==> config.mk <==
export PLATFORM = sky130hd
export DESIGN_NAME = motor_brake_command_sequencer
export DESIGN_NICKNAME = d
export VERILOG_FILES = /design/src/design/mbcs_pkg.sv /design/src/design/mbcs_cfg_regs.sv /design/src/design/mbcs_core.sv /design/src/design/motor_brake_command_sequencer.sv
export SDC_FILE = /design/constraint.sdc
export NUM_CORES = 1
export LEC_CHECK = 0
export BUFFER_PORTS_ARGS = -buffer_cell sky130_fd_sc_hd__buf_2
export CORE_ASPECT_RATIO = 0.5
export CORE_MARGIN = 2
export CORE_UTILIZATION = 35
export DETAILED_ROUTE_END_ITERATION = 8
export PLACE_DENSITY = 0.59
export SLEW_MARGIN = 0
export SYNTH_ARGS = -nofsm -noshare
export SYNTH_HDL_FRONTEND = slang
export SYNTH_HIERARCHICAL = 1
export SYNTH_SLANG_ARGS = --single-unit
==> constraint.sdc <==
create_clock -name i_clk -period 11.61 [get_ports i_clk]
set_input_delay 1.161 -clock i_clk [delete_from_list [all_inputs] [get_ports i_clk]]
set_output_delay 1.161 -clock i_clk [all_outputs]
set_load 0.05 [all_outputs]
==> src/design/mbcs_pkg.sv <==
// Package for the motor and brake command sequencer.
// Holds the beat types, command codes, configuration record and speed clamp.
// No dependencies.
package mbcs_pkg;

    // Command codes of the input beat.
    localparam logic [3:0] CMD_TICK       = 4'd0;
    localparam logic [3:0] CMD_FORWARD    = 4'd1;
    localparam logic [3:0] CMD_REVERSE    = 4'd2;
    localparam logic [3:0] CMD_MOVE       = 4'd3;
    localparam logic [3:0] CMD_SPIN_LEFT  = 4'd4;
    localparam logic [3:0] CMD_SPIN_RIGHT = 4'd5;
    localparam logic [3:0] CMD_PAIR       = 4'd6;
    localparam logic [3:0] CMD_BRAKE      = 4'd7;
    localparam logic [3:0] CMD_STOP       = 4'd8;

    // Configuration register indexes.
    localparam int unsigned CFG_IDX_W = 3;
    localparam int unsigned CFG_DATA_W = 16;
    localparam logic [CFG_IDX_W-1:0] REG_DEFAULT_SPEED   = 3'd0;
    localparam logic [CFG_IDX_W-1:0] REG_SPEED_LIMIT     = 3'd1;
    localparam logic [CFG_IDX_W-1:0] REG_INVERT_LEFT     = 3'd2;
    localparam logic [CFG_IDX_W-1:0] REG_RELEASE_DELAY   = 3'd3;
    localparam logic [CFG_IDX_W-1:0] REG_ENGAGE_DELAY    = 3'd4;
    localparam logic [CFG_IDX_W-1:0] REG_COMMAND_TIMEOUT = 3'd5;

    // Reset values of the configuration registers.
    localparam logic [7:0]  RST_DEFAULT_SPEED   = 8'd160;
    localparam logic [7:0]  RST_SPEED_LIMIT     = 8'd255;
    localparam logic        RST_INVERT_LEFT     = 1'b1;
    localparam logic [15:0] RST_RELEASE_DELAY   = 16'd250;
    localparam logic [15:0] RST_ENGAGE_DELAY    = 16'd120;
    localparam logic [15:0] RST_COMMAND_TIMEOUT = 16'd250;

    // The idle tick counter saturates at its all-ones value.
    localparam logic [16:0] IDLE_MAX = 17'h1FFFF;

    typedef struct packed {
        logic [3:0]         command;
        logic signed [15:0] speed_arg;
        logic signed [15:0] second_arg;
        logic               pair_ok;
    } t_in_beat;

    typedef struct packed {
        logic [7:0] left_fwd_duty;
        logic [7:0] left_rev_duty;
        logic [7:0] right_fwd_duty;
        logic [7:0] right_rev_duty;
        logic       left_enable;
        logic       right_enable;
        logic       brake_released;
        logic       waiting;
        logic       rejected;
        logic       timeout_fired;
    } t_out_beat;

    typedef struct packed {
        logic [7:0]  default_speed;
        logic [7:0]  speed_limit;
        logic        invert_left;
        logic [15:0] release_delay;
        logic [15:0] engage_delay;
        logic [15:0] command_timeout;
    } t_cfg;

    // Limits a signed speed to plus or minus lim.
    function automatic logic signed [8:0] clamp_speed(input logic signed [16:0] v,
                                                      input logic [7:0] lim);
        logic signed [16:0] m;
        logic signed [16:0] nm;
        logic signed [16:0] r;
        begin
            m  = signed'({9'd0, lim});
            nm = -m;
            if (v > m) begin
                r = m;
            end else if (v < nm) begin
                r = nm;
            end else begin
                r = v;
            end
            return signed'(r[8:0]);
        end
    endfunction

endpackage

==> src/design/mbcs_cfg_regs.sv <==
// Configuration register file of the motor and brake command sequencer.
// Depends on mbcs_pkg for the register indexes, reset values and record type.
module mbcs_cfg_regs (
    input  logic                              i_clk,
    input  logic                              i_rst_n,
    input  logic                              i_wr,
    input  logic [mbcs_pkg::CFG_IDX_W-1:0]    i_index,
    input  logic [mbcs_pkg::CFG_DATA_W-1:0]   i_data,
    output mbcs_pkg::t_cfg                    o_cfg
);

    mbcs_pkg::t_cfg r_cfg;

    always_ff @(posedge i_clk) begin
        if (!i_rst_n) begin
            r_cfg.default_speed   <= mbcs_pkg::RST_DEFAULT_SPEED;
            r_cfg.speed_limit     <= mbcs_pkg::RST_SPEED_LIMIT;
            r_cfg.invert_left     <= mbcs_pkg::RST_INVERT_LEFT;
            r_cfg.release_delay   <= mbcs_pkg::RST_RELEASE_DELAY;
            r_cfg.engage_delay    <= mbcs_pkg::RST_ENGAGE_DELAY;
            r_cfg.command_timeout <= mbcs_pkg::RST_COMMAND_TIMEOUT;
        end else if (i_wr) begin
            unique case (i_index)
                mbcs_pkg::REG_DEFAULT_SPEED:   r_cfg.default_speed   <= i_data[7:0];
                mbcs_pkg::REG_SPEED_LIMIT:     r_cfg.speed_limit     <= i_data[7:0];
                mbcs_pkg::REG_INVERT_LEFT:     r_cfg.invert_left     <= i_data[0];
                mbcs_pkg::REG_RELEASE_DELAY:   r_cfg.release_delay   <= i_data;
                mbcs_pkg::REG_ENGAGE_DELAY:    r_cfg.engage_delay    <= i_data;
                mbcs_pkg::REG_COMMAND_TIMEOUT: r_cfg.command_timeout <= i_data;
                default: begin
                end
            endcase
        end
    end

    assign o_cfg = r_cfg;

endmodule

==> src/design/mbcs_core.sv <==
// Sequencer state and its combinational update for one command or tick beat.
// Depends on mbcs_pkg for beat types, command codes and the speed clamp.
module mbcs_core (
    input  logic                 i_clk,
    input  logic                 i_rst_n,
    input  logic                 i_fire,
    input  mbcs_pkg::t_in_beat   i_item,
    input  mbcs_pkg::t_cfg       i_cfg,
    output mbcs_pkg::t_out_beat  o_result
);

    typedef enum logic [1:0] {
        PH_IDLE,
        PH_RELEASE,
        PH_ENGAGE
    } t_phase;

    t_phase             r_phase, n_phase;
    logic               r_brake_open, n_brake_open;
    logic signed [8:0]  r_left, n_left;
    logic signed [8:0]  r_right, n_right;
    logic               r_len, n_len;
    logic               r_ren, n_ren;
    logic [15:0]        r_wait, n_wait;
    logic signed [8:0]  r_pend_left, n_pend_left;
    logic signed [8:0]  r_pend_right, n_pend_right;
    logic [16:0]        r_idle, n_idle;

    logic               rejected;
    logic               fired;
    logic               do_drive;
    logic               do_stop;
    logic               do_release;
    logic signed [16:0] arg_a;
    logic signed [16:0] arg_b;
    logic signed [16:0] v_pos;
    logic signed [16:0] v_neg;
    logic signed [16:0] drv_l;
    logic signed [16:0] drv_r;
    logic signed [8:0]  cl_a;
    logic signed [8:0]  cl_b;
    logic signed [8:0]  cl_l;
    logic signed [8:0]  cl_r;
    logic [15:0]        cnt;
    logic [16:0]        idle_inc;
    logic               was_running;
    logic signed [8:0]  neg_left;
    logic signed [8:0]  neg_right;

    assign arg_a = {i_item.speed_arg[15], i_item.speed_arg};
    assign arg_b = {i_item.second_arg[15], i_item.second_arg};
    // A speed argument that is zero or negative falls back to the default.
    assign v_pos = (i_item.speed_arg[15] || (i_item.speed_arg == 16'sd0))
                   ? signed'({9'd0, i_cfg.default_speed}) : arg_a;
    assign v_neg = -v_pos;
    assign cl_a  = mbcs_pkg::clamp_speed(arg_a, i_cfg.speed_limit);
    assign cl_b  = mbcs_pkg::clamp_speed(arg_b, i_cfg.speed_limit);

    always_comb begin
        n_phase      = r_phase;
        n_brake_open = r_brake_open;
        n_left       = r_left;
        n_right      = r_right;
        n_len        = r_len;
        n_ren        = r_ren;
        n_wait       = r_wait;
        n_pend_left  = r_pend_left;
        n_pend_right = r_pend_right;
        n_idle       = r_idle;
        rejected     = 1'b0;
        fired        = 1'b0;
        do_drive     = 1'b0;
        do_stop      = 1'b0;
        do_release   = 1'b0;
        drv_l        = '0;
        drv_r        = '0;
        cnt          = r_wait;
        idle_inc     = r_idle;
        cl_l         = '0;
        cl_r         = '0;
        was_running  = (r_left != 9'sd0) || (r_right != 9'sd0);

        if (i_item.command == mbcs_pkg::CMD_TICK) begin
            if (r_phase != PH_IDLE) begin
                if (r_wait != 16'd0) begin
                    cnt = r_wait - 16'd1;
                end
                n_wait = cnt;
                if (cnt == 16'd0) begin
                    if (r_phase == PH_RELEASE) begin
                        n_left  = r_pend_left;
                        n_right = r_pend_right;
                        if (r_pend_left != 9'sd0) begin
                            n_len = 1'b1;
                        end
                        if (r_pend_right != 9'sd0) begin
                            n_ren = 1'b1;
                        end
                    end else begin
                        n_brake_open = 1'b0;
                    end
                    n_phase = PH_IDLE;
                    n_idle  = '0;
                end
            end else begin
                if (r_idle != mbcs_pkg::IDLE_MAX) begin
                    idle_inc = r_idle + 17'd1;
                end
                n_idle = idle_inc;
                if (idle_inc > {1'b0, i_cfg.command_timeout}) begin
                    do_stop = 1'b1;
                    fired   = 1'b1;
                    n_idle  = '0;
                end
            end
        end else if (r_phase != PH_IDLE) begin
            rejected = 1'b1;
        end else begin
            n_idle = '0;
            unique case (i_item.command)
                mbcs_pkg::CMD_FORWARD: begin
                    do_drive = 1'b1;
                    drv_l    = v_pos;
                    drv_r    = v_pos;
                end
                mbcs_pkg::CMD_REVERSE: begin
                    do_drive = 1'b1;
                    drv_l    = v_neg;
                    drv_r    = v_neg;
                end
                mbcs_pkg::CMD_MOVE: begin
                    if (cl_a == 9'sd0) begin
                        do_stop = 1'b1;
                    end else begin
                        do_drive = 1'b1;
                        drv_l    = arg_a;
                        drv_r    = arg_a;
                    end
                end
                mbcs_pkg::CMD_SPIN_LEFT: begin
                    do_drive = 1'b1;
                    drv_l    = v_neg;
                    drv_r    = v_pos;
                end
                mbcs_pkg::CMD_SPIN_RIGHT: begin
                    do_drive = 1'b1;
                    drv_l    = v_pos;
                    drv_r    = v_neg;
                end
                mbcs_pkg::CMD_PAIR: begin
                    if (!i_item.pair_ok || ((cl_a == 9'sd0) && (cl_b == 9'sd0))) begin
                        do_stop = 1'b1;
                    end else begin
                        do_drive = 1'b1;
                        drv_l    = arg_a;
                        drv_r    = arg_b;
                    end
                end
                mbcs_pkg::CMD_BRAKE: begin
                    if (i_item.speed_arg != 16'sd0) begin
                        do_release = 1'b1;
                    end else begin
                        do_stop = 1'b1;
                    end
                end
                default: begin
                    do_stop = 1'b1;
                end
            endcase
        end

        if (do_drive) begin
            cl_l = mbcs_pkg::clamp_speed(drv_l, i_cfg.speed_limit);
            cl_r = mbcs_pkg::clamp_speed(drv_r, i_cfg.speed_limit);
            if (i_cfg.invert_left) begin
                cl_l = -cl_l;
            end
            n_brake_open = 1'b1;
            if (r_brake_open || (i_cfg.release_delay == 16'd0)) begin
                n_left  = cl_l;
                n_right = cl_r;
                if (cl_l != 9'sd0) begin
                    n_len = 1'b1;
                end
                if (cl_r != 9'sd0) begin
                    n_ren = 1'b1;
                end
            end else begin
                n_pend_left  = cl_l;
                n_pend_right = cl_r;
                n_phase      = PH_RELEASE;
                n_wait       = i_cfg.release_delay;
            end
        end

        if (do_stop) begin
            n_left  = '0;
            n_right = '0;
            if (r_brake_open) begin
                if (was_running && (i_cfg.engage_delay != 16'd0)) begin
                    n_phase = PH_ENGAGE;
                    n_wait  = i_cfg.engage_delay;
                end else begin
                    n_brake_open = 1'b0;
                end
            end
        end

        if (do_release && !r_brake_open) begin
            n_brake_open = 1'b1;
            if (i_cfg.release_delay != 16'd0) begin
                n_pend_left  = r_left;
                n_pend_right = r_right;
                n_phase      = PH_RELEASE;
                n_wait       = i_cfg.release_delay;
            end
        end
    end

    always_ff @(posedge i_clk) begin
        if (!i_rst_n) begin
            r_phase      <= PH_IDLE;
            r_brake_open <= 1'b0;
            r_left       <= '0;
            r_right      <= '0;
            r_len        <= 1'b0;
            r_ren        <= 1'b0;
            r_wait       <= '0;
            r_pend_left  <= '0;
            r_pend_right <= '0;
            r_idle       <= '0;
        end else if (i_fire) begin
            r_phase      <= n_phase;
            r_brake_open <= n_brake_open;
            r_left       <= n_left;
            r_right      <= n_right;
            r_len        <= n_len;
            r_ren        <= n_ren;
            r_wait       <= n_wait;
            r_pend_left  <= n_pend_left;
            r_pend_right <= n_pend_right;
            r_idle       <= n_idle;
        end
    end

    // Duties show the magnitude on the side of the sign.
    assign neg_left  = -n_left;
    assign neg_right = -n_right;

    always_comb begin
        o_result                = '0;
        o_result.left_fwd_duty  = (n_left > 9'sd0) ? n_left[7:0] : 8'd0;
        o_result.left_rev_duty  = (n_left < 9'sd0) ? neg_left[7:0] : 8'd0;
        o_result.right_fwd_duty = (n_right > 9'sd0) ? n_right[7:0] : 8'd0;
        o_result.right_rev_duty = (n_right < 9'sd0) ? neg_right[7:0] : 8'd0;
        o_result.left_enable    = n_len;
        o_result.right_enable   = n_ren;
        o_result.brake_released = n_brake_open;
        o_result.waiting        = (n_phase != PH_IDLE);
        o_result.rejected       = rejected;
        o_result.timeout_fired  = fired;
    end

endmodule

==> src/design/motor_brake_command_sequencer.sv <==
// Motor and brake command sequencer: an accepted input beat passes through the input
// register, then the state update into the result register, to become the result beat.
// Throughput is one beat per cycle while not stalled; the whole state update for a beat
// is combinational logic in mbcs_core, so the next beat sees the new state at once.
// Reset is synchronous and active low: the brake engages, speeds, latches and counters
// clear, and the configuration registers return to their default values.
module motor_brake_command_sequencer (
    input  logic                              i_clk,
    input  logic                              i_rst_n,
    input  logic                              i_in_valid,
    output logic                              o_in_stall,
    input  mbcs_pkg::t_in_beat                i_in_data,
    output logic                              o_out_valid,
    input  logic                              i_out_stall,
    output mbcs_pkg::t_out_beat               o_out_data,
    input  logic                              i_cfg_valid,
    output logic                              o_cfg_ready,
    input  logic [mbcs_pkg::CFG_IDX_W-1:0]    i_cfg_index,
    input  logic [mbcs_pkg::CFG_DATA_W-1:0]   i_cfg_data
);

    // Input register stage. It holds one beat until the result register can
    // take its result; the result register then holds that result while the
    // next beat is already taken in, so the two sides are decoupled.
    logic                 r_s1_valid;
    mbcs_pkg::t_in_beat   r_s1_data;
    logic                 r_out_valid;
    mbcs_pkg::t_out_beat  r_out_data;

    logic                 advance;
    logic                 fire;
    logic                 in_accept;
    mbcs_pkg::t_cfg       cfg;
    mbcs_pkg::t_out_beat  result;

    // The result register can be loaded when it is empty or is being drained.
    assign advance    = !r_out_valid || !i_out_stall;
    // The beat in the input register updates the state when it moves on.
    assign fire       = r_s1_valid && advance;
    assign o_in_stall = r_s1_valid && !advance;
    assign in_accept  = i_in_valid && !o_in_stall;

    // Configuration writes are always taken; the user must issue them only while idle.
    assign o_cfg_ready = 1'b1;

    mbcs_cfg_regs u_cfg_regs (
        .i_clk   (i_clk),
        .i_rst_n (i_rst_n),
        .i_wr    (i_cfg_valid && o_cfg_ready),
        .i_index (i_cfg_index),
        .i_data  (i_cfg_data),
        .o_cfg   (cfg)
    );

    mbcs_core u_core (
        .i_clk    (i_clk),
        .i_rst_n  (i_rst_n),
        .i_fire   (fire),
        .i_item   (r_s1_data),
        .i_cfg    (cfg),
        .o_result (result)
    );

    always_ff @(posedge i_clk) begin
        if (!i_rst_n) begin
            r_s1_valid  <= 1'b0;
            r_out_valid <= 1'b0;
        end else begin
            if (in_accept) begin
                r_s1_valid <= 1'b1;
            end else if (fire) begin
                r_s1_valid <= 1'b0;
            end
            if (advance) begin
                r_out_valid <= fire;
            end
        end
    end

    always_ff @(posedge i_clk) begin
        if (in_accept) begin
            r_s1_data <= i_in_data;
        end
        if (fire) begin
            r_out_data <= result;
        end
    end

    assign o_out_valid = r_out_valid;
    assign o_out_data  = r_out_data;

`ifndef SYNTHESIS
    // A beat cannot be both dropped during a wait and a timeout tick.
    a_rej_fire_excl: assert property (@(posedge i_clk) disable iff (!i_rst_n)
        o_out_valid |-> !(o_out_data.rejected && o_out_data.timeout_fired))
        else $error("rejected and timeout_fired set in the same result");

    // Both kinds of wait run with the brake released.
    a_wait_brake: assert property (@(posedge i_clk) disable iff (!i_rst_n)
        (o_out_valid && o_out_data.waiting) |-> o_out_data.brake_released)
        else $error("wait reported with brake engaged");

    // A bridge never gets forward and reverse duty at once.
    a_duty_side: assert property (@(posedge i_clk) disable iff (!i_rst_n)
        o_out_valid |-> (((o_out_data.left_fwd_duty == 8'd0) ||
                          (o_out_data.left_rev_duty == 8'd0)) &&
                         ((o_out_data.right_fwd_duty == 8'd0) ||
                          (o_out_data.right_rev_duty == 8'd0))))
        else $error("forward and reverse duty both nonzero");

    // A beat held by a stalled result register stays in the input register.
    a_s1_hold: assert property (@(posedge i_clk) disable iff (!i_rst_n)
        (r_s1_valid && o_in_stall) |=> r_s1_valid)
        else $error("input register lost a stalled beat");
`endif

endmodule
==> results.tsv <==
metric	value	unit
coreArea	45140	um2
clk_pin_slew_worst_paths	0.06	ns
cts_buffers	24	
place_ws	0.7483	ns
syn_to_final_growth	11.52	%
grt_pass1_wl	83360	um
ys_ff_latch	216	
drc	0	
worstSetupStartpointType	register	
die_y	155.1	um
yosys-top-cells-count	nand2_1 (207), nor2_1 (163), dfxtp_1 (141)	
grt_max_degree	73	
clock_sinks	216	
setup_viol	0	
synth-xor-area-share	2.879	%
maxSlewHeadroom	15.75	%
syn_area_per_cell	8.350	um2
rsz0062_at_grt	no	
crit_type	register to register	
synth_top_area_cell	dfxtp_1	
dr.pass1.iters	6	
routed_wirelength	53990	um
dpl_cell_area	17030	um2
hold_slack	0.4623	ns
grt_use_met1	31.99	%
fin_nets	2128	
crit_path_max_fanout	17	
n_antenna_cell	0	
cts_tree	built	
overflow	0	
die_area	47520	um2
synth_top_family_by_area	simple AND/OR/NAND/NOR gates	
p_per_area	113.0	nW/um2
start_util	35.42	%
syn_nets	2079	
cp_common_cell	o21a_1	
cts-root-buf	clkbuf_16	
cap_violations	0	
antenna_found_initial	0	
synthMuxAreaShare	6.377	%
synth_most_common_cell	nand2_1	
endpoint_kind	register	
fin_ws	0.6393	ns
fin_tns_setup	0	ns
cts_buffer_depth	3	
ctsHoldBuffers	0	
p_leak	7.116	nW
routed-via-count	15225	
grt.busiest_layer	met2	
period_needed	10.97	ns
synthFlopType	dfxtp_1	
drv_slew	0	
gp_congestion	0.9799	
cp_slowest_cell	or4b_2	
layout-drive-gt1-share	11.96	%
synthesis.instances	1915	
numPortBuffers	100	
finalClockSkew	0.01809	ns
synthArstFlopShare	0	%
slowest_delay	0.66	ns
peakVddDrop	0.08864	mV
synth_top_area_share	17.65	%
rows	55	
h-tree-depth	1	
yosys.area_share.simple	23.42	%
grt_pass1_vias	14023	
worst_slew_pin_slew	1.232	ns
finalCritPeriodShare	94.49	%
vias_per_cell	5.901	
fmax	91.15	MHz
synth.area.top_cells	dfxtp_1 (18%), edfxtp_1 (14%), ha_1 (8.1%)	
arrival	11.38	ns
synth_compound_area_share	22.86	%
postRouteAntennaNets	0	
synthAdderAreaFrac	8.185	%
fin_area	17830	um2
hp-class	register to register	
use_met3	2.724	%
outcome	finished clean	
ios	102	
drt-initial-drc-count	1854	
grt_usage	22.03	%
hold_viol	0	
grt_util_met2	34.45	%
synth-edff-count	75	
ys_warn_count	6	
synth.distinct_cells	110	
dpl.hpwl	39680	um
clock_latency	0.57	ns
crit_required	12.02	ns
wire_per_inst	20.93	um
syn_area	15990	um2
die_w	306.3	um
ys_seq_area_share	31.74	%
-- flip-flops by register name (all words and copies together) (netlist names), 2 cells and up --
register             count
u_cfg_regs/o_cfg        65
o_out_data              38
r_s1_data               37
u_core/r_idle           17
u_core/r_wait           16
u_core/r_left            9
u_core/r_pend_left       9
u_core/r_pend_right      9
u_core/r_right           9
u_core/r_phase           2
-- routing by layer --
| metal | up-vias | routed length (um) |
|---|---|---|
| met4 | 0 | 1398 |
| met3 | 92 | 3850 |
| met2 | 615 | 23410 |
| met5 | - | 0 |
| met1 | 7265 | 25330 |
| li1 | 7253 | - |
-- worst paths after layout --
check                             from                    to  slack, ns  depth (start not counted)
hold / removal    u_cfg_regs/o_cfg[10]  u_cfg_regs/o_cfg[10]       0.46                          2
hold reg to reg   u_cfg_regs/o_cfg[10]  u_cfg_regs/o_cfg[10]       0.46                          2
setup / recovery  u_cfg_regs/o_cfg[50]        o_out_data[28]       0.64                         36
setup reg to reg  u_cfg_regs/o_cfg[50]        o_out_data[28]       0.64                         36
-- cell type report --
cell class / instances / area [um2]
clock inverters: 10 / 115.1
multi-input cells: 1529 / 10230
well taps: 598 / 748.2
repair buffers: 134 / 758.2
clock buffers: 34 / 679.4
flip-flops and latches: 216 / 5075
inverters: 59 / 225.2
fillers: 4609 / 27310
-- stage by stage --
| step | std cells | power (W) | util (%) |
|---|---|---|---|
| global route | 2580 | 0.002097 | 39.50 |
| global placement | 2536 | 0.001241 | 37.73 |
| floorplan | 1915 | 0.001126 | - |
| CTS | 2580 | 0.002024 | 39.49 |
| finish | 2580 | 0.002015 | 39.50 |
| detailed placement | 2536 | 0.001240 | 37.73 |
-- cell usage in the layout, fill, tap and decap left out, drive strengths merged, types with 35 or more instances in the layout --
| cell type | netlist | layout |
|---|---|---|
| inv | 58 | 59 |
| edfxtp | 75 | 75 |
| a21oi | 135 | 135 |
| buf | 31 | 134 |
| nor4 | 35 | 35 |
| nor2 | 164 | 164 |
| nor2b | 65 | 65 |
| ha | 103 | 103 |
| nand2 | 208 | 208 |
| nor3 | 61 | 61 |
| nand3 | 52 | 52 |
| mux2i | 91 | 91 |
| a211oi | 46 | 46 |
| dfxtp | 141 | 141 |
| o21ai | 91 | 91 |
-- critical path: cells and delay by family, from the launching register on --
family                     cells  cell delay (ns)
DFF                            1             0.44
buffers and inverters          3             0.94
muxes                          1             0.40
adders and majority gates      4             1.43
AOI/OAI and AO/OA             19             4.18
xor gates and xnor gates       1             0.19
and+or+nand+nor                8             3.23
-- timing repair --
item                                    in CTS  in global routing
endpoints found under the setup margin       0                  1
resized for setup                            0                  2
buffers inserted                             0                  0
-- power by group --
group	leakage, nW	internal, W	switching [W]
Sequential	1.86	0.000812	0.0000347
Combinational	4.88	0.000133	0.000253
Clock	0.383	0.000436	0.000345
Total	7.12	0.00138	0.000633
-- cell families after synthesis --
| group | after synthesis |
|---|---|
| and+or+nand+nor | 737 |
| AOI/OAI and AO/OA | 535 |
| DFF | 216 |
| buffers and inverters | 170 |
| adders and majority gates | 105 |
| muxes | 100 |
| xor gates and xnor gates | 51 |
| other | 1 |
No activity file was read; power rests on OpenSTA's default activity.
